--- config.mk ---
export PLATFORM = sky130hd
export DESIGN_NAME = tcw_cursor
export DESIGN_NICKNAME = d
export VERILOG_FILES = /design/src/rtl/core/tcw_pkg.sv /design/src/rtl/core/tcw_cursor.sv
export SDC_FILE = /design/constraint.sdc
export NUM_CORES = 1
export LEC_CHECK = 0
export ABC_AREA = 1
export BUFFER_PORTS_ARGS = -buffer_cell sky130_fd_sc_hd__buf_2
export CAP_MARGIN = 20
export CORE_MARGIN = 5
export CORE_UTILIZATION = 55
export CTS_CLUSTER_SIZE = 20
export DETAILED_ROUTE_END_ITERATION = 10
export HOLD_SLACK_MARGIN = 0.03
export PLACE_DENSITY = 0.9
export SLEW_MARGIN = 20
export SYNTH_ARGS = -nofsm -noshare
export SYNTH_HDL_FRONTEND = slang
export SYNTH_SLANG_ARGS = --single-unit
--- constraint.sdc ---
create_clock -name clock -period 6.2 [get_ports clock]
set_input_delay 0.31 -clock clock [delete_from_list [all_inputs] [get_ports clock]]
set_output_delay 0.31 -clock clock [all_outputs]
set_load 0.02 [all_outputs]
--- src/rtl/core/tcw_pkg.sv ---
// ============================================================================
// tcw_pkg
// Shared types and constants of the text console writer: default geometry,
// control character codes, command codes, port widths and sequencer types.
// ============================================================================
package tcw_pkg;

   localparam int DEF_COLUMNS  = 80;
   localparam int DEF_ROWS     = 25;
   localparam int DEF_TAB_STEP = 4;

   localparam int CHAR_W     = 8;
   localparam int ATTR_W     = 8;
   localparam int CELL_W     = 16;
   localparam int ADDR_IN_W  = 11;
   localparam int COLUMN_W   = 7;
   localparam int ROW_W      = 5;
   localparam int LOCATION_W = 11;

   localparam logic [ATTR_W-1:0] ATTR_RESET = 8'h0F;

   localparam logic [CHAR_W-1:0] CHAR_BACKSPACE = 8'h08;
   localparam logic [CHAR_W-1:0] CHAR_TAB       = 8'h09;
   localparam logic [CHAR_W-1:0] CHAR_NEWLINE   = 8'h0A;
   localparam logic [CHAR_W-1:0] CHAR_RETURN    = 8'h0D;
   localparam logic [CHAR_W-1:0] CHAR_BLANK     = 8'h20;
   localparam logic [CHAR_W-1:0] CHAR_TILDE     = 8'h7E;

   localparam logic CMD_PUT  = 1'b0;
   localparam logic CMD_READ = 1'b1;

   typedef enum logic [2:0] {
      ST_CLEAR,
      ST_IDLE,
      ST_EXEC,
      ST_SCROLL,
      ST_DONE
   } seq_state_type;

   // status of the cursor unit for the character being processed
   typedef struct packed {
      logic cell_write;
      logic scroll_needed;
   } cursor_status_type;

endpackage

--- src/rtl/core/tcw_cursor.sv ---
// ============================================================================
// tcw_cursor
// Cursor unit: decodes one character, computes the next column, row, row
// base and tab phase, and the cell write it causes.
// ============================================================================
module tcw_cursor
   import tcw_pkg::*;
#(
   parameter int COLUMNS  = DEF_COLUMNS,
   parameter int ROWS     = DEF_ROWS,
   parameter int TAB_STEP = DEF_TAB_STEP,
   parameter int CELLS    = COLUMNS * ROWS,
   parameter int CW       = $clog2(COLUMNS),
   parameter int RW       = $clog2(ROWS),
   parameter int LW       = $clog2(CELLS + 1),
   parameter int AW       = $clog2(CELLS)
) (
   input  logic              clock,
   input  logic              reset,
   input  logic              step,
   input  logic [CHAR_W-1:0] char_code,
   input  logic [ATTR_W-1:0] attribute,
   output logic [CW-1:0]     column,
   output logic [RW-1:0]     row,
   output logic [LW-1:0]     location,
   output cursor_status_type status,
   output logic [AW-1:0]     wr_addr,
   output logic [CELL_W-1:0] wr_data
);

   localparam int CXW = $clog2(COLUMNS + TAB_STEP + 1);
   localparam int PW  = $clog2(TAB_STEP + 1);

   logic [CW-1:0]  column_ff,   column_in;
   logic [RW-1:0]  row_ff,      row_in;
   logic [LW-1:0]  row_base_ff, row_base_in;
   logic [PW-1:0]  phase_ff,    phase_in;

   logic [CXW-1:0]    col_x;
   logic [CXW-1:0]    col_next;
   logic              newline;
   logic              write;
   logic              write_back;
   logic              wrap;
   logic              row_adv;
   logic              scroll;
   logic [CHAR_W-1:0] wr_char;
   logic [LW-1:0]     loc;
   logic [LW-1:0]     wr_loc;

   always_comb begin
      col_x      = CXW'(column_ff);
      col_next   = col_x;
      phase_in   = phase_ff;
      newline    = 1'b0;
      write      = 1'b0;
      write_back = 1'b0;
      wr_char    = char_code;
      unique case (char_code)
         CHAR_NEWLINE: begin
            newline  = 1'b1;
            col_next = '0;
            phase_in = '0;
         end
         CHAR_RETURN: begin
            col_next = '0;
            phase_in = '0;
         end
         CHAR_BACKSPACE: begin
            if (column_ff != '0) begin
               col_next   = col_x - CXW'(1);
               write      = 1'b1;
               write_back = 1'b1;
               wr_char    = CHAR_BLANK;
               phase_in   = (phase_ff == '0) ? PW'(TAB_STEP - 1) : phase_ff - PW'(1);
            end
         end
         CHAR_TAB: begin
            col_next = col_x + CXW'(TAB_STEP) - CXW'(phase_ff);
            phase_in = '0;
         end
         default: begin
            if (char_code >= CHAR_BLANK && char_code <= CHAR_TILDE) begin
               write    = 1'b1;
               col_next = col_x + CXW'(1);
               phase_in = (phase_ff == PW'(TAB_STEP - 1)) ? '0 : phase_ff + PW'(1);
            end
         end
      endcase

      wrap = (col_next >= CXW'(COLUMNS));
      if (wrap) begin
         col_next = '0;
         phase_in = '0;
      end
      column_in = col_next[CW-1:0];

      row_adv     = newline | wrap;
      scroll      = row_adv && (row_ff == RW'(ROWS - 1));
      row_in      = row_ff;
      row_base_in = row_base_ff;
      if (row_adv && !scroll) begin
         row_in      = row_ff + RW'(1);
         row_base_in = row_base_ff + LW'(COLUMNS);
      end
   end

   always_ff @(posedge clock) begin
      if (reset) begin
         column_ff   <= '0;
         row_ff      <= '0;
         row_base_ff <= '0;
         phase_ff    <= '0;
      end else if (step) begin
         column_ff   <= column_in;
         row_ff      <= row_in;
         row_base_ff <= row_base_in;
         phase_ff    <= phase_in;
      end
   end

   assign loc    = row_base_ff + LW'(column_ff);
   assign wr_loc = write_back ? loc - LW'(1) : loc;

   assign column               = column_ff;
   assign row                  = row_ff;
   assign location             = loc;
   assign status.cell_write    = write;
   assign status.scroll_needed = scroll;
   assign wr_addr              = wr_loc[AW-1:0];
   assign wr_data              = {attribute, wr_char};

endmodule

Yosys cells after proc, flatten, opt, wreduce, memory -nomap -nowiden

Cells that the tools add are included.

Output and inout port bits: 52
Input port bits: 19
Logic and storage cells: 54
Register bits after elaboration: 26

Add/sub/neg operators: 10
Order comparisons: 3
Bitwise logic cells: 1
Reductions and logical operators: 11
Eq/ne operators: 7
Mux-type cells: 18

Operators by type and width:

| kind                  | number |
|---|---|
| $eq 8x4->1 const B    | 4 |
| $mux 7                | 3 |
| $pmux 7 s3            | 1 |
| $mux 8                | 2 |
| $mux 3                | 5 |
| $add 11x7->11         | 1 |
| $add 11x7->11 const B | 1 |
| $mux 11               | 1 |
| $sub 11x1->11 const B | 1 |
| $ge 8x6->1 const B    | 1 |
| $le 8x7->1 const B    | 1 |
| $add 7x1->7 const B   | 1 |
| $add 7x3->7 const B   | 1 |
| $ge 7x7->1 const B    | 1 |
| $reduce_bool 7->1     | 1 |
| $sub 7x1->7 const B   | 1 |
| $sub 7x3->7           | 1 |
| $pmux 3 s2            | 1 |
| $add 5x1->5 const B   | 1 |
| $eq 5x5->1 const B    | 1 |
| $mux 1                | 4 |
| $reduce_bool 4->1     | 1 |
| $add 3x1->3 const B   | 1 |
| $eq 3x2->1 const B    | 1 |
| 11 further kinds      | 13 |

Depth between registers and ports, before layout

Depth in word-level cells: 10
Mapped depth: 23
Depth with buffers taken out: 22

Least setup slack after synthesis

OpenSTA, ideal clock, no wires.

Path kind: register to output
Start: reg column_ff[0] (netlist: column[0])
End: out status[0] (netlist name)
Stages on the path, launching flop included: 20
Arrival: 2.609 ns
Buffers on the path: 2
Slack: 3.281 ns
Required time: 5.890 ns
Path through: dfxtp_1 > inv_1 > ha_1 > inv_1 > ha_1 > inv_1 > fa_1 > inv_1 > nand3_1 > nand3_1 > nand3_1 > nand2_1 > inv_1 > nand2_1 > nand2_1 > nand2_2 > nand2_4 > buf_6 > a21boi_0 > buf_4

Word-level cells in the longest chain between the ends: 6
Elaborated cells between the ends (all ways): 11
Those cells by class: add/sub (4); order compare (1); mux (3); bitwise (1); reduce/logical (2)

RTL lines:

| item                                      | RTL line          | RTL |
|---|---|---|
| start: declaration                        | tcw_cursor.sv:34  | `logic [CW-1:0] column_ff, column_in;` |
| start signal: assignment                  | tcw_cursor.sv:115 | `column_ff <= column_in;` |
| $add 7x3->7, or another cell as far along | tcw_cursor.sv:79  | `col_next = col_x + CXW'(TAB_STEP) - CXW'(phase_ff);` |
| $sub 7x3->7, or another cell as far along | tcw_cursor.sv:79  |  |
| $pmux 7 s3 *                              | tcw_cursor.sv:59  | `unique case (char_code)` |
| $ge 7x7->1 *                              | tcw_cursor.sv:91  | `wrap = (col_next >= CXW'(COLUMNS));` |
| $or 1x1->1 *                              | tcw_cursor.sv:98  | `row_adv = newline \| wrap;` |
| $logic_and 1x1->1 *                       | tcw_cursor.sv:99  | `scroll = row_adv && (row_ff == RW'(ROWS - 1));` |
| end: declaration                          | tcw_cursor.sv:26  | `output cursor_status_type status,` |

Every way passes the cells marked *; elsewhere a longest branch is shown, timed or not.

==> impl_metrics.env <==
export IMPL_fp_row_count=25
export IMPL_cts_made_buffers=3
export IMPL_critical_path_max_stage_delay_ns=0.49
export IMPL_grt_pass1_vias=2327
export IMPL_nFillCells=465
export IMPL_min_path_cells=2
export IMPL_vdd_drop_max_v=0.000161
export IMPL_seqPwrFrac_pct=38.9
export IMPL_grt_pass1_wl_mm=10.4
export IMPL_yosys_top_cells_count="nand2_1 (88), inv_1 (45), nand3_1 (44)"
export IMPL_wl_per_cell_um=13.2
export IMPL_dr_pass1_iters=7
export IMPL_crit_path_frequent_cell="inv_1"
export IMPL_fp_dieW_um=79.3
export IMPL_r2r_start="column[0]"
export IMPL_slew_headroom_pct=40.4
export IMPL_cts_tree="yes"
export IMPL_syn_area_per_cell_um2=6.68
export IMPL_p_sw_w=0.000123
export IMPL_p_per_area_nw_per_um2=136
export IMPL_min_period_over_period_pct=54.2
export IMPL_critPathSlowestCell="dfxtp_1"
export IMPL_ff_latch_area_um2=440
export IMPL_startpoint="column[0]"
export IMPL_async_reset_ff_share_pct=0
export IMPL_port_buffers=54
export IMPL_fin_setup_tns_ns=0
export IMPL_worstHoldStart="reset"
export IMPL_setup_violations=0
export IMPL_crit_type="flip-flop to output pin"
export IMPL_ys_ff_latch=22
export IMPL_maxSlewViolCount=0
export IMPL_cap_viol_max_count=0
export IMPL_gp_congestion=0.886
export IMPL_skew_ns=0.00854
export IMPL_pin_count=71
export IMPL_synth_edf_count=0
export IMPL_internal_power_w=0.000265
export IMPL_placed_cell_area_um2=2780
export IMPL_syn_inst=395
export IMPL_grt_max_degree=18
export IMPL_cts_max_level=1
export IMPL_grt_total_usage_pct=20.5
export IMPL_final_core_util_pct=60.9
export IMPL_ys_seq_area_share_pct=16.7
export IMPL_sw_frac_of_total_pct=31.6
export IMPL_clkSlewWorstSetupHoldPaths_ns=0.08
export IMPL_worst_path_max_fanout=11
export IMPL_synthDistinctLibCells=37
export IMPL_antennaDiodeCount=0
export IMPL_initial_core_util_pct=56.2
export IMPL_regToRegSetupSlack_ns=3.12
export IMPL_cp_start_kind="flip-flop"
export IMPL_end_kind="output pin"
export IMPL_syn_num_nets=441
export IMPL_drive_gt1_share_pct=21.5
export IMPL_root_buffer="clkbuf_8"
export IMPL_wl_mm=6.32
export IMPL_cts_setup_buffers=0
export IMPL_route_detailed_drc=0
export IMPL_die_area_um2=6280
export IMPL_die_y_um=79.3
export IMPL_outcome="complete, no violations"
export IMPL_vias_per_cell=5.47
export IMPL_synth_top_cell_area_share_pct=16.7
export IMPL_synth_most_common_cell="nand2_1"
export IMPL_synth_top_flop_cell="dfxtp_1"
export IMPL_period_needed_ns=3.36
export IMPL_fmax_ghz=0.298
export IMPL_cts_hold_buf=0
export IMPL_finalNetCount=470
export IMPL_power_frac_clock_pct=34.6
export IMPL_reg2regPathDepth=20
export IMPL_clock_path_buffers=2
export IMPL_whs_ns=0.400
export IMPL_rsz0062_at_grt="no"
export IMPL_synth_area_um2=2640
export IMPL_yosysTopAreaCell="dfxtp_1"
export IMPL_hpwlAfterDp_mm=5.14
export IMPL_coreArea_um2=4690
export IMPL_tightest_slew_ns=0.891
export IMPL_hold_viol=0
export IMPL_worstPathCellList="inv_1, ha_1, inv_1, ha_1, inv_1, fa_1, inv_1, nand3_1, nand3_1, nand3_1, nand2_1, inv_1, nand2_1, nand2_1, nand2_2, nand2_4, a21boi_0, buf_2"
export IMPL_crit_arrival_ns=3.05
export IMPL_yosys_top_cells_area="dfxtp_1 (17%), nand2_1 (13%), ha_1 (12%)"
export IMPL_clkLatencyLatePin_ns=0.27
export IMPL_yosysWarnings=0
export IMPL_gr_total_overflow=0
export IMPL_cellLeakagePower_nw=1.51
export IMPL_antenna_found_initial=0
export IMPL_combPwrFrac_pct=26.5
export IMPL_cts_sinks=22
export IMPL_fin_area_um2=2860
export IMPL_vias=2609
export IMPL_cts_repair_resized=0
export IMPL_worstHoldPathType="input port to flip-flop"
export IMPL_areaGrowthSynthToFinish_pct=8.25
export IMPL_ant_nets=0
export IMPL_required_ns=5.89
export IMPL_drt_iter0_drc=194
export IMPL_multiInputGateArea_um2=1810
## state kept, by name, indices dropped and copies added, names as in the netlist
register / count
column: 7
phase_ff: 3
row: 5
row_base_ff: 7
## final timing paths
kind | endpoint
worst max-delay path | status[0]
worst min-delay path | row_base_ff[6]
worst max register to register | row_base_ff[6]
worst min register to register | row_base_ff[10]
## final cells by class
type	count	area share, %
clock buffer	3	1.45
multi-input combinational	293	63.5
tap	54	2.37
timing repair buffer	54	9.47
inverter	50	6.70
sequential	22	15.4
clock inverter	1	1.05
## layout by cell type (no fill, tap or decap), types with 2 or more instances in the layout
cell type  synthesis  routed
a21boi_0           2       2
a21oi_1           27      27
a21oi_2            4       4
buf_2              3      54
clkbuf_8           0       3
dfxtp_1           22      22
fa_1               2       2
ha_1              25      25
inv_1             45      45
inv_2              3       3
nand2_1           88      88
nand2_2            5       5
nand2_4            6       6
nand3_1           44      44
nand4_1            8       8
nor2_1            23      23
nor2_2             2       2
nor2_4             5       5
nor3_1             2       2
o2111ai_1          2       2
o211ai_1           2       2
o21ai_0           12      12
xnor2_1            5       5
xor2_1            20      20
## metrics by stage
step	instances	worst slack, ns	total power (W)
after floorplan	395	3.28	0.000239
after CTS	477	2.86	0.000389
after global placement	473	3.32	0.000253
after global routing	477	2.61	0.000408
after detailed placement	473	3.18	0.000256
final	477	2.84	0.000388
## power groups by stage
stage	clock network [W]	registers, W	logic (W)
floorplan	0	0.000153	0.0000858
global placement	0	0.000154	0.0000991
detailed placement	0	0.000154	0.000102
CTS	0.000136	0.000151	0.000102
global route	0.000143	0.000151	0.000114
finish	0.000134	0.000151	0.000103
## logic make-up after synthesis
group                      after synthesis  share of synthesized area (%)
and+or+nand+nor                        191                           36.3
buffers and inverters                   80                           14.5
AOI/OAI and AO/OA                       50                           10.8
adders and majority gates               27                           13.4
xor gates and xnor gates                25                           8.30
DFF                                     22                           16.7
## routing by layer
layer,global-route usage (%),part of all wire (%)
met2,34.6,47
met5,0,0
met3,2.95,6.5
met4,7.73,2.2
met1,26.3,44
## critical path, delay by kind of cell (launching register included)
family                   cells  cell delay (ns)
adder cells (fa/ha/maj)      3             0.76
AND/OR/NAND/NOR              8             0.72
buffers and inverters        6             0.63
flip-flops                   1             0.49
AO/OA/AOI/OAI                1             0.18
(Power assumes the default switching activity.)
