==> config.mk <==
export PLATFORM = sky130hd
export DESIGN_NAME = tcw_sequencer
export DESIGN_NICKNAME = d
export VERILOG_FILES = /design/src/rtl/core/tcw_pkg.sv /design/src/rtl/core/tcw_sequencer.sv
export SDC_FILE = /design/constraint.sdc
export NUM_CORES = 1
export LEC_CHECK = 0
export BUFFER_PORTS_ARGS = -buffer_cell sky130_fd_sc_hd__buf_2
export CAP_MARGIN = 20
export CORE_ASPECT_RATIO = 0.5
export CORE_MARGIN = 2
export CORE_UTILIZATION = 41
export DETAILED_ROUTE_END_ITERATION = 16
export PLACE_DENSITY = 0.73
export SLEW_MARGIN = 20
export SYNTH_ARGS = -nofsm -noshare
export SYNTH_HDL_FRONTEND = slang
export SYNTH_SLANG_ARGS = --single-unit
export TNS_END_PERCENT = 1
==> constraint.sdc <==
create_clock -name clock -period 4.6 [get_ports clock]
set_clock_uncertainty 0.1 [all_clocks]
set_input_delay 0.46 -clock clock [delete_from_list [all_inputs] [get_ports clock]]
set_output_delay 0.46 -clock clock [all_outputs]
set_load 0.005 [all_outputs]
==> src/rtl/core/tcw_pkg.sv <==
// ============================================================================
// tcw_pkg
// Shared types and constants of the text console writer: default geometry,
// control character codes, command codes, port widths and sequencer types.
// ============================================================================
package tcw_pkg;

   localparam int DEF_COLUMNS  = 80;
   localparam int DEF_ROWS     = 25;
   localparam int DEF_TAB_STEP = 4;

   localparam int CHAR_W     = 8;
   localparam int ATTR_W     = 8;
   localparam int CELL_W     = 16;
   localparam int ADDR_IN_W  = 11;
   localparam int COLUMN_W   = 7;
   localparam int ROW_W      = 5;
   localparam int LOCATION_W = 11;

   localparam logic [ATTR_W-1:0] ATTR_RESET = 8'h0F;

   localparam logic [CHAR_W-1:0] CHAR_BACKSPACE = 8'h08;
   localparam logic [CHAR_W-1:0] CHAR_TAB       = 8'h09;
   localparam logic [CHAR_W-1:0] CHAR_NEWLINE   = 8'h0A;
   localparam logic [CHAR_W-1:0] CHAR_RETURN    = 8'h0D;
   localparam logic [CHAR_W-1:0] CHAR_BLANK     = 8'h20;
   localparam logic [CHAR_W-1:0] CHAR_TILDE     = 8'h7E;

   localparam logic CMD_PUT  = 1'b0;
   localparam logic CMD_READ = 1'b1;

   typedef enum logic [2:0] {
      ST_CLEAR,
      ST_IDLE,
      ST_EXEC,
      ST_SCROLL,
      ST_DONE
   } seq_state_type;

   // status of the cursor unit for the character being processed
   typedef struct packed {
      logic cell_write;
      logic scroll_needed;
   } cursor_status_type;

endpackage

==> src/rtl/core/tcw_sequencer.sv <==
// ============================================================================
// tcw_sequencer
// Control sequencer: takes transactions, runs the clearing pass and the
// scroll copy with one address counter, drives the cell store and builds
// the result.
// ============================================================================
module tcw_sequencer
   import tcw_pkg::*;
#(
   parameter int COLUMNS = DEF_COLUMNS,
   parameter int ROWS    = DEF_ROWS,
   parameter int CELLS   = COLUMNS * ROWS,
   parameter int CW      = $clog2(COLUMNS),
   parameter int RW      = $clog2(ROWS),
   parameter int LW      = $clog2(CELLS + 1),
   parameter int AW      = $clog2(CELLS)
) (
   input  logic                  clock,
   input  logic                  reset,
   input  logic                  start,
   output logic                  busy,
   input  logic                  req_command,
   input  logic [CHAR_W-1:0]     req_char_code,
   input  logic [ADDR_IN_W-1:0]  req_cell_address,
   output logic                  put_step,
   output logic [CHAR_W-1:0]     char_code,
   input  cursor_status_type     cursor_status,
   input  logic [CW-1:0]         cursor_column,
   input  logic [RW-1:0]         cursor_row,
   input  logic [LW-1:0]         cursor_location,
   input  logic [AW-1:0]         cursor_wr_addr,
   input  logic [CELL_W-1:0]     cursor_wr_data,
   output logic                  mem_wr_en,
   output logic [AW-1:0]         mem_wr_addr,
   output logic [CELL_W-1:0]     mem_wr_data,
   output logic [AW-1:0]         mem_rd_addr,
   input  logic [CELL_W-1:0]     mem_rd_data,
   output logic                  rsp_valid,
   output logic [COLUMN_W-1:0]   rsp_cursor_column,
   output logic [ROW_W-1:0]      rsp_cursor_row,
   output logic [LOCATION_W-1:0] rsp_cursor_location,
   output logic                  rsp_scrolled,
   output logic [CELL_W-1:0]     rsp_cell_value
);

   localparam int IW = $clog2(CELLS + 1);
   localparam int SW = $clog2(CELLS + COLUMNS + 1);
   localparam int XW = ADDR_IN_W + SW;

   seq_state_type state_ff, state_in;

   logic [IW-1:0]        idx_ff, idx_in;
   logic                 cmd_ff;
   logic [CHAR_W-1:0]    char_ff;
   logic [ADDR_IN_W-1:0] addr_ff;
   logic                 scrolled_ff, scrolled_in;

   logic                  rsp_valid_ff;
   logic [COLUMN_W-1:0]   rsp_column_ff;
   logic [ROW_W-1:0]      rsp_row_ff;
   logic [LOCATION_W-1:0] rsp_location_ff;
   logic                  rsp_scrolled_ff;
   logic [CELL_W-1:0]     rsp_cell_ff;

   logic          accept;
   logic          in_range;
   logic [SW-1:0] copy_src;
   logic [IW-1:0] copy_dst;

   assign busy     = !(state_ff == ST_IDLE || state_ff == ST_DONE);
   assign accept   = start && !busy;
   assign in_range = (XW'(addr_ff) < XW'(CELLS));
   assign copy_src = SW'(idx_ff) + SW'(COLUMNS);
   assign copy_dst = idx_ff - IW'(1);

   // next state
   always_comb begin
      state_in = state_ff;
      unique case (state_ff)
         ST_CLEAR:  if (idx_ff == IW'(CELLS - 1)) state_in = ST_IDLE;
         ST_IDLE:   if (start) state_in = ST_EXEC;
         ST_EXEC: begin
            if (cmd_ff == CMD_PUT && cursor_status.scroll_needed) begin
               state_in = ST_SCROLL;
            end else begin
               state_in = ST_DONE;
            end
         end
         ST_SCROLL: if (idx_ff == IW'(CELLS)) state_in = ST_DONE;
         ST_DONE:   state_in = start ? ST_EXEC : ST_IDLE;
         default:   state_in = ST_IDLE;
      endcase
   end

   // outputs
   always_comb begin
      put_step    = 1'b0;
      mem_wr_en   = 1'b0;
      mem_wr_addr = cursor_wr_addr;
      mem_wr_data = cursor_wr_data;
      mem_rd_addr = AW'(addr_ff);
      idx_in      = idx_ff;
      scrolled_in = scrolled_ff;
      unique case (state_ff)
         ST_CLEAR: begin
            mem_wr_en   = 1'b1;
            mem_wr_addr = idx_ff[AW-1:0];
            mem_wr_data = '0;
            idx_in      = idx_ff + IW'(1);
         end
         ST_EXEC: begin
            put_step    = (cmd_ff == CMD_PUT);
            mem_wr_en   = (cmd_ff == CMD_PUT) && cursor_status.cell_write;
            scrolled_in = (cmd_ff == CMD_PUT) && cursor_status.scroll_needed;
            idx_in      = '0;
         end
         ST_SCROLL: begin
            // read one row ahead, write the previous read one cell behind
            mem_rd_addr = copy_src[AW-1:0];
            mem_wr_en   = (idx_ff != '0);
            mem_wr_addr = copy_dst[AW-1:0];
            mem_wr_data = (idx_ff <= IW'(CELLS - COLUMNS)) ? mem_rd_data : '0;
            idx_in      = idx_ff + IW'(1);
         end
         ST_IDLE, ST_DONE: begin
         end
         default: begin
         end
      endcase
   end

   always_ff @(posedge clock) begin
      if (reset) begin
         state_ff     <= ST_CLEAR;
         idx_ff       <= '0;
         scrolled_ff  <= 1'b0;
         rsp_valid_ff <= 1'b0;
      end else begin
         state_ff     <= state_in;
         idx_ff       <= idx_in;
         scrolled_ff  <= scrolled_in;
         rsp_valid_ff <= (state_ff == ST_DONE);
      end
   end

   always_ff @(posedge clock) begin
      if (accept) begin
         cmd_ff  <= req_command;
         char_ff <= req_char_code;
         addr_ff <= req_cell_address;
      end
      if (state_ff == ST_DONE) begin
         rsp_column_ff   <= COLUMN_W'(cursor_column);
         rsp_row_ff      <= ROW_W'(cursor_row);
         rsp_location_ff <= LOCATION_W'(cursor_location);
         rsp_scrolled_ff <= (cmd_ff == CMD_PUT) && scrolled_ff;
         rsp_cell_ff     <= (cmd_ff == CMD_READ && in_range) ? mem_rd_data : '0;
      end
   end

   assign char_code           = char_ff;
   assign rsp_valid           = rsp_valid_ff;
   assign rsp_cursor_column   = rsp_column_ff;
   assign rsp_cursor_row      = rsp_row_ff;
   assign rsp_cursor_location = rsp_location_ff;
   assign rsp_scrolled        = rsp_scrolled_ff;
   assign rsp_cell_value      = rsp_cell_ff;

endmodule

== After elaboration in Yosys (flattened, before gate mapping) ==
Cells that the tools add are included.

* Add/sub/neg operators: 3
* Multipliers: 0
* Divide/modulo/power cells: 0
* Magnitude comparators: 2
* Equality and inequality tests: 9
* Shift operators: 0
* Muxes and demuxes: 13
* Bitwise logic cells: 1
* Reductions and logical operators: 12

{| class="wikitable"
|+ Operators by type and width
! cell !! number
|-
| $pmux 11 s2 || 2
|-
| $pmux 16 s2 || 1
|-
| $eq 11x11->1 const B || 2
|-
| $mux 16 || 1
|-
| $pmux 3 s5 || 1
|-
| $mux 3 || 4
|-
| $add 11x1->11 const B || 1
|-
| $add 11x7->11 const B || 1
|-
| $le 11x11->1 const B || 1
|-
| $lt 11x11->1 const B || 1
|-
| $mux 11 || 1
|-
| $reduce_bool 11->1 || 1
|-
| $sub 11x1->11 const B || 1
|-
| $eq 3x2->1 const B || 2
|-
| $ne 2x2->1 const B || 3
|-
| $logic_and 1x1->1 || 5
|-
| $eq 3x1->1 const B || 1
|-
| $eq 3x3->1 const B || 1
|-
| $logic_not 3->1 || 1
|-
| $pmux 1 s3 || 1
|-
| $reduce_and 3->1 || 1
|-
| $mux 2 || 1
|-
| $reduce_bool 2->1 || 1
|-
| $reduce_or 2->1 || 1
|-
| 4 further kinds || 4
|}

* Flip-flop bits (word level): 76
* Latch bits: 0
* Memory bits (writable): 0
* ROM bits: 0
* Bits of input ports: 91
* Output and inout bits: 90
* Logic and storage cells: 52
* Memories: 0

== Logic depth before layout (Yosys ltp) ==
Gate-level depths: netlist (run 1).

* Depth in word-level cells: 4
* Mapped depth: 7
* Gate-level depth less buffers: 6

== Worst setup path after synthesis (run 1) ==
Ideal clock, no wire load.

* Kind: register -> register
* From: register state_ff[2]
* To: register state_ff[0]
* Setup time: 127 ps
* Arrival: 4113 ps
* Required time: 4373 ps
* Slack: 260 ps
* Cell stages (with the launch flop): 6
* Path buffers: 1
* Clock period less this slack: 4340 ps
* Path through: dfxtp_1 > clkbuf_1 > nor3b_1 > nand2_1 > a32oi_1 > a211oi_1

* Cells in the longest elaborated chain, start to end: 3
* Elaborated cells on any way between the ends: 10
* Those cells by class: 7 x eq/ne; 1 x mux; 2 x reduce/logical

{| class="wikitable"
|+ Ends and longest elaborated chain
! what !! RTL line !! RTL
|-
| from (decl) || tcw_sequencer.sv:50 || <nowiki>seq_state_type state_ff, state_in;</nowiki>
|-
| from (signal assigned) || tcw_sequencer.sv:139 || <nowiki>state_ff <= state_in;</nowiki>
|-
| $eq 3x2->1 (tied with other cells) || tcw_sequencer.sv:79 || <nowiki>unique case (state_ff)</nowiki>
|-
| $ne 2x2->1 (no source line) || n/a ||
|-
| $reduce_and 3->1 (no source line) || n/a ||
|}

Parallel ways exist; a longest one is shown, timed or not.
A chain may end at the register's enable or synchronous reset.

== Final worst setup path (run 1) ==
* From: register state_ff[2]
* To: output mem_wr_addr[8]

* Cells in the longest elaborated chain, start to end: 2
* Elaborated cells on any way between the ends: 3
* Those cells by class: 1 x eq/ne; 1 x mux; 1 x reduce/logical

{| class="wikitable"
|+ Ends and longest elaborated chain
! what !! RTL line !! RTL
|-
| $eq 3x2->1 / $logic_not 3->1 (equally long branches) || tcw_sequencer.sv:104 || <nowiki>unique case (state_ff)</nowiki>
|-
| $pmux 11 s2 (*) || tcw_sequencer.sv:104 ||
|-
| to (decl) || tcw_sequencer.sv:34 || <nowiki>output logic [AW-1:0] mem_wr_addr,</nowiki>
|}

Mark *: on every way between the ends. The rest lies on a longest branch, timed or not.

==> impl_summary.log, run 1 <==
INFO  metric status = finished clean
INFO  metric io_buffers = 180
INFO  metric seqCellArea = 0.002122 sq mm
INFO  metric synth_edf_count = 60
INFO  metric async_flop_share = 0%
INFO  metric switchingPower = around 0.32 mW
INFO  metric cp_num_buf_inv = 2
INFO  metric power.clock.fraction = slightly below 50%
INFO  metric die_y = approximately 70 um
INFO  metric startpoint_of_the_tightest_hold_check_path = req_cell_address[3]
INFO  metric post_cts_hold_buffer_count = 0
INFO  metric nets = roughly 590
INFO  metric grt_setup_unrepaired = false
INFO  metric wl = between 9000 and 10000 um
INFO  metric finalHoldViolCount = 0
INFO  metric n_fill_cell = approximately 750
INFO  metric die_w = between 100 and 150 um
INFO  metric post_route_cells_drive_above_1_share = just over 40%
INFO  metric top_cells_by_area_synth = edfxtp_1 (50%), dfxtp_1 (8.9%), a22o_1 (3.9%)
INFO  metric cp_data_required_time = 4040 ps
INFO  metric antenna_left = 0
INFO  metric setup_viol = 0
INFO  metric layout.cells.most_common_list = buf_2 (180), edfxtp_1 (60), nand2_1 (36)
INFO  metric cts_repair_resize_count = 0
INFO  metric clock_tree.htree_level_count = 3
INFO  metric fmaxAchievable = slightly above 300 MHz
INFO  metric crit-reg2reg-capture = idx_ff[8]
INFO  metric synth-main-ff-cell = edfxtp_1
INFO  metric rr_startpoint = state_ff[0]
INFO  metric critical_path_peak_fanout = 19
INFO  metric globalplace.congestion = 0.8356
INFO  metric timing.slew.headroom = roughly 45%
INFO  metric worst-setup-path-type = register to output port
INFO  metric switching_share = 19.66%
INFO  metric rr_worst_depth = 4
INFO  metric synthesis.instances = about 320
INFO  metric hold_path_class = input pin to register
INFO  metric critical_path.top_delay_family = simple AND/OR/NAND/NOR gates
INFO  metric cts-root-buf = clkbuf_16
INFO  metric ios = ~180
INFO  metric dr.pass1.iters = 5
INFO  metric grt_pass1_wl = 15240 um
INFO  metric area_growth = 36.99%
INFO  metric initial_utilization = 41.84%
INFO  metric insertion_delay = between 300 and 400 ps
INFO  metric worst_ep_arrival_time = about 2700 ps
INFO  metric vias_in_the_first_global_route = around 3000
INFO  metric max_stage_delay = 710 ps
INFO  metric r2r_slack = roughly 2200 ps
INFO  metric totalPowerFinal = around 1.6 mW
INFO  metric worst_setup_hold_path_clk_slew = 60 ps
INFO  metric cp_cell_sequence = and3b_1 > nor2_2 > buf_4 > a22oi_1 > nand3_1 > buf_2
INFO  metric period_share = a little over two thirds
INFO  metric vdd_drop_max = roughly 0.19 mV
INFO  metric total_area_of_multi_input_combinational_cells = approximately 0.0014 sq mm
INFO  metric comb_power_share = about 5.0%
INFO  metric holdPathEnd = addr_ff[3]
INFO  metric grt_util_all_layers = 20.53%
INFO  metric drc = 0
INFO  metric drv_slew = 0
INFO  metric tightest_slew = ~830 ps
INFO  metric rows = 24
INFO  metric drt-initial-drc-count = between 300 and 400
INFO  metric floorplan.core_area = 0.008618 sq mm
INFO  metric yosys_warn_count = 0
INFO  metric ys_ff_latch = 76
INFO  metric synth_largest_type_area_fraction = 49.97%
INFO  metric final.min_clock_period = about 3200 ps
INFO  metric num_antenna_cells = 0
INFO  metric syn_area_per_cell = about 11 sq um
INFO  metric kind_of_capture_point_of_the_worst_setup_path = output port
INFO  metric layout.cells.most_common = buf_2
INFO  metric power.sequential.fraction = around 46%
INFO  metric hpwlAfterDp = a little over 7000 um
INFO  metric min_path_cells = 1
INFO  metric setup_tns = 0 ps
INFO  metric vias_per_cell = roughly 5.2
INFO  metric p_int = about 1.3 mW
INFO  metric utilization = a little under three fifths
INFO  metric net_count_after_synthesis = between 400 and 500
INFO  metric cts_inserted_buffers = 9
INFO  metric cts.repair_timing.setup_buffer_count = 0
INFO  metric clkSinkCount = between 70 and 80
INFO  metric pin_count_of_the_biggest_net_entering_global_routing = 43
INFO  metric tritoncts = built
INFO  metric drt-wirelength-per-cell = ~16 um
INFO  metric post-synth-top-area-cell = edfxtp_1
INFO  metric grt_antenna_before_repair = 0
INFO  metric critical_path.startpoint_type = register
INFO  metric synth_seq_area_share = a little under 60%
INFO  metric p_leak = approximately 2.1 nW
INFO  metric synth.distinct_cells = 49
INFO  metric post_synth_instance_area = between 0.003 and 0.004 sq mm
INFO  metric cts_buffer_depth = 2
INFO  metric via_count = ~3200
INFO  metric fp.dieArea = between 0.009 and 0.01 sq mm
INFO  metric pwr_density_cell = approximately 330 mW/mm^2
INFO  metric overflow = 0
INFO  metric cap_violations = 0
INFO  metric critical_path.slowest_cell = dfxtp_1
[routing by layer]
metal | wire (um) | GRT usage (%) | part of all wire [%]
met5 | 0 | 0 | 0
met4 | 110 | 7.870 | 1.1
met2 | 4995 | 34.28 | 51
met3 | 785 | 5.374 | 8.0
met1 | 3885 | 25.52 | 40
[final cells by class]
cell class	instances	area share, %
Multi-Input combinational cell	214	27.53
Timing Repair Buffer	184	18.84
Clock buffer	10	4.635
Tap cell	117	2.964
Sequential cell	76	42.96
Clock inverter	6	2.229
Inverter	11	0.8359
[how the worst max path moves through the flow]
stage	from	to	slack (ps)	depth (start not counted)
floorplan	state_ff[2]	state_ff[0]	260	5
global placement	state_ff[2]	mem_wr_addr[10]	1870	6
detailed placement	state_ff[2]	mem_wr_addr[8]	1800	6
CTS	state_ff[2]	mem_wr_addr[8]	1440	6
global route	state_ff[2]	mem_wr_addr[10]	1260	6
finish	state_ff[2]	mem_wr_addr[8]	1380	6
[logic make-up after synthesis]
group	Yosys count	synth area share (%)
flops	76	58.85
simple gates	121	18.15
fa+ha+maj	6	2.082
xor+xnor	11	2.672
compound gates	76	14.61
buf+inv	32	3.643
[cell usage after synthesis (4+ instances only)]
cell type   n
nand2b_1    5
nor2_1     15
nand2_1    36
edfxtp_1   60
dfxtp_1    16
nor3_1      8
inv_1      11
clkbuf_1   17
xor2_1      4
xnor2_1     7
nand3_1     8
or4_1       4
ha_1        6
a22o_1     16
and2_1     17
a31oi_1     4
a21oi_1    12
o21ai_0    19
or3_1       7
[power by group through the flow]
stage	registers (mW)	clock network, mW	logic (mW)
final	0.749	0.806	0.0816
after global routing	0.750	0.850	0.0899
after CTS	0.749	0.819	0.0810
after detailed placement	0.764	0	0.0798
after global placement	0.763	0	0.0779
after floorplan	0.759	0	0.0319
[sequential cells by signal, summed over array words and instances (netlist names)]
name / flops
char_code: 8
state_ff: 3
rsp_cursor_column: 7
rsp_scrolled: 1
rsp_cursor_row: 5
rsp_cursor_location: 11
scrolled_ff: 1
rsp_valid: 1
idx_ff: 11
addr_ff: 11
cmd_ff: 1
rsp_cell_value: 16
[through the flow]
stage | worst slack (ps) | instance area (sq um) | hold slack [ps] | instances
after global routing | 1260 | 4940 | 186.1 | 618
after floorplan | 260.0 | 3606 | 325.7 | 322
after CTS | 1437 | 4940 | 192.3 | 618
final | 1377 | 4940 | 197.2 | 618
after global placement | 1866 | 4601 | 339.9 | 602
after detailed placement | 1805 | 4601 | 351.5 | 602
Power figures use the tool's default switching activity.
==> run 2, diff against run 1 <==
==> constraint.sdc (replaced) <==
create_clock -name clock -period 2.95 [get_ports clock]
set_clock_uncertainty 0.1 [all_clocks]
set_input_delay 0.295 -clock clock [delete_from_list [all_inputs] [get_ports clock]]
set_output_delay 0.295 -clock clock [all_outputs]
set_load 0.005 [all_outputs]
==> run 2 against run 1 <==
Effect of this change: final area increased by 0.35%; critical endpoint is now mem_wr_data[2]; largest power group is now registers; sequential power increased by 56%; worst setup slack got worse by 1200 ps; worst hold slack got worse by 170 ps; cell count increased by 0.97%.
==> impl_summary.log, run 2 (synthesis gave the netlist of run 1 again) <==
INFO  metric clock_tree.htree_level_count = 3
INFO  metric vias_in_the_first_global_route = 3029
INFO  metric fmaxAchievable = between 300 and 400 MHz
INFO  metric post_cts_hold_buffer_count = 0
INFO  metric status = finished clean
INFO  metric pwr_density_cell = roughly 490 mW/mm^2
INFO  metric kind_of_capture_point_of_the_worst_setup_path = output port
INFO  metric tritoncts = built
INFO  metric drt-initial-drc-count = between 150 and 200
INFO  metric overflow = 0
INFO  metric total_area_of_multi_input_combinational_cells = 0.001366 sq mm
INFO  metric drt-wirelength-per-cell = 14.94 um
INFO  metric tightest_slew = around 810 ps
INFO  metric grt_util_all_layers = between 10% and 20%
INFO  metric cts.repair_timing.setup_buffer_count = 0
INFO  metric nets = between 500 and 600
INFO  metric fp.dieArea = 0.009607 sq mm
INFO  metric comb_power_share = between 5 and 6%
INFO  metric globalplace.congestion = about 0.83
INFO  metric drc = 0
INFO  metric switchingPower = between 0.5 and 0.6 mW
INFO  metric critical_path_peak_fanout = 16
INFO  metric cts-root-buf = clkbuf_16
INFO  metric worst-setup-path-type = register to output port
INFO  metric finalHoldViolCount = 0
INFO  metric cap_violations = 0
INFO  metric clkSinkCount = 76
INFO  metric vias_per_cell = roughly 5
INFO  metric floorplan.core_area = between 0.008 and 0.009 sq mm
INFO  metric layout.cells.most_common_list = buf_2 (180), edfxtp_1 (60), nand2_1 (36)
INFO  metric area_growth = 37.47%
INFO  metric r2r_slack = roughly 760 ps
INFO  metric drv_slew = 0
INFO  metric period_share = 93.18%
INFO  metric initial_utilization = about two fifths
INFO  metric die_y = approximately 70 um
INFO  metric cts_repair_resize_count = 0
INFO  metric wl = 9321 um
INFO  metric grt_pass1_wl = 14460 um
INFO  metric p_int = approximately 1.9 mW
INFO  metric hold_path_class = input pin to register
INFO  metric insertion_delay = approximately 330 ps
INFO  metric post_route_cells_drive_above_1_share = between 40% and 50%
INFO  metric largest_reg_flops = 16
INFO  metric rr_worst_depth = 4
INFO  metric seqCellArea = between 0.002 and 0.0025 sq mm
INFO  metric timing.slew.headroom = 46.09%
INFO  metric p_leak = between 2 and 2.5 nW
INFO  metric setup_tns = 0 ps
INFO  metric worst_setup_hold_path_clk_slew = about 60 ps
INFO  metric io_buffers = 180
INFO  metric setup_viol = 0
INFO  metric num_antenna_cells = 0
INFO  metric power.clock.fraction = a little under half
INFO  metric final.min_clock_period = ~2700 ps
INFO  metric via_count = ~3200
INFO  metric rows = 24
INFO  metric antenna_left = 0
INFO  metric crit-reg2reg-capture = idx_ff[8]
INFO  metric grt_antenna_before_repair = 0
INFO  metric cts_buffer_depth = 2
INFO  metric critical_path.startpoint_type = register
INFO  metric die_w = approximately 140 um
INFO  metric dr.pass1.iters = 5
INFO  metric critical_path.endpoint = mem_wr_data[2]
INFO  metric ios = between 150 and 200
INFO  metric power.sequential.fraction = between 40% and 50%
INFO  metric n_fill_cell = approximately 760
INFO  metric hpwlAfterDp = 6867 um
INFO  metric timing.critical_path.from = state_ff[0]
INFO  metric cp_data_required_time = ~2600 ps
INFO  metric finalHoldWorstSlack = 30.38 ps
INFO  metric vdd_drop_max = between 0.2 and 0.3 mV
INFO  metric switching_share = between 20% and 30%
INFO  metric layout.cells.most_common = buf_2
INFO  metric pin_count_of_the_biggest_net_entering_global_routing = 28
INFO  metric cts_inserted_buffers = 9
INFO  metric rr_startpoint = state_ff[1]
INFO  metric worst_ep_arrival_time = 2350 ps
INFO  metric grt_setup_unrepaired = false
[run 2: worst min path at each step]
stage / start / endpoint / slack, ps / cells past startpoint
after floorplan: reset / idx_ff[1] / 260 / 1
after global placement: scrolled_ff / scrolled_ff / 340 / 2
after detailed placement: scrolled_ff / scrolled_ff / 360 / 2
after CTS: cursor_location[1] / rsp_cursor_location[1] / 20 / 1
after global routing: cursor_location[7] / rsp_cursor_location[7] / 10 / 1
final: req_cell_address[6] / addr_ff[6] / 30 / 1
[run 2: final cells by class]
| class | count | share of cell area, % |
|---|---|---|
| inverter | 11 | 0.8329 |
| sequential | 76 | 42.81 |
| multi-input combinational | 214 | 27.56 |
| clock buffer | 9 | 4.543 |
| timing repair buffer | 190 | 19.69 |
| tap | 117 | 2.953 |
| clock inverter | 7 | 1.615 |
[run 2: per-stage QoR]
step,total power [mW],setup slack [ps],util [%],cell area [sq um],instances
after floorplan,1.233,58.85,-,3611,322
after global placement,1.312,606.5,53.98,4652,608
final,2.420,201.2,57.52,4957,624
after global routing,2.507,29.58,57.52,4957,624
after CTS,2.442,205.0,57.52,4957,624
after detailed placement,1.316,553.2,53.98,4652,608
[run 2: power by group through the flow]
stage	Sequential (mW)	Combinational [mW]	Clock, mW
after global placement	1.19	0.123	0
final	1.17	0.127	1.13
after floorplan	1.18	0.0498	0
after CTS	1.17	0.127	1.15
after global routing	1.17	0.142	1.20
after detailed placement	1.19	0.126	0
[run 2: metal layers]
layer	global-route usage [%]	vias to the layer above	wire, um
met4	7.639	0	137
met1	24.01	1470	3946
li1	-	1563	-
met2	32.44	122	4614
met5	0	-	0
met3	6.028	12	623
[run 2: worst max-delay path, stage by stage, from the launching register on]
cell and delay [ps]:
dfxtp_1 680, nor3_2 210, nor2_2 490, buf_4 340, a22o_1 180, buf_2 110
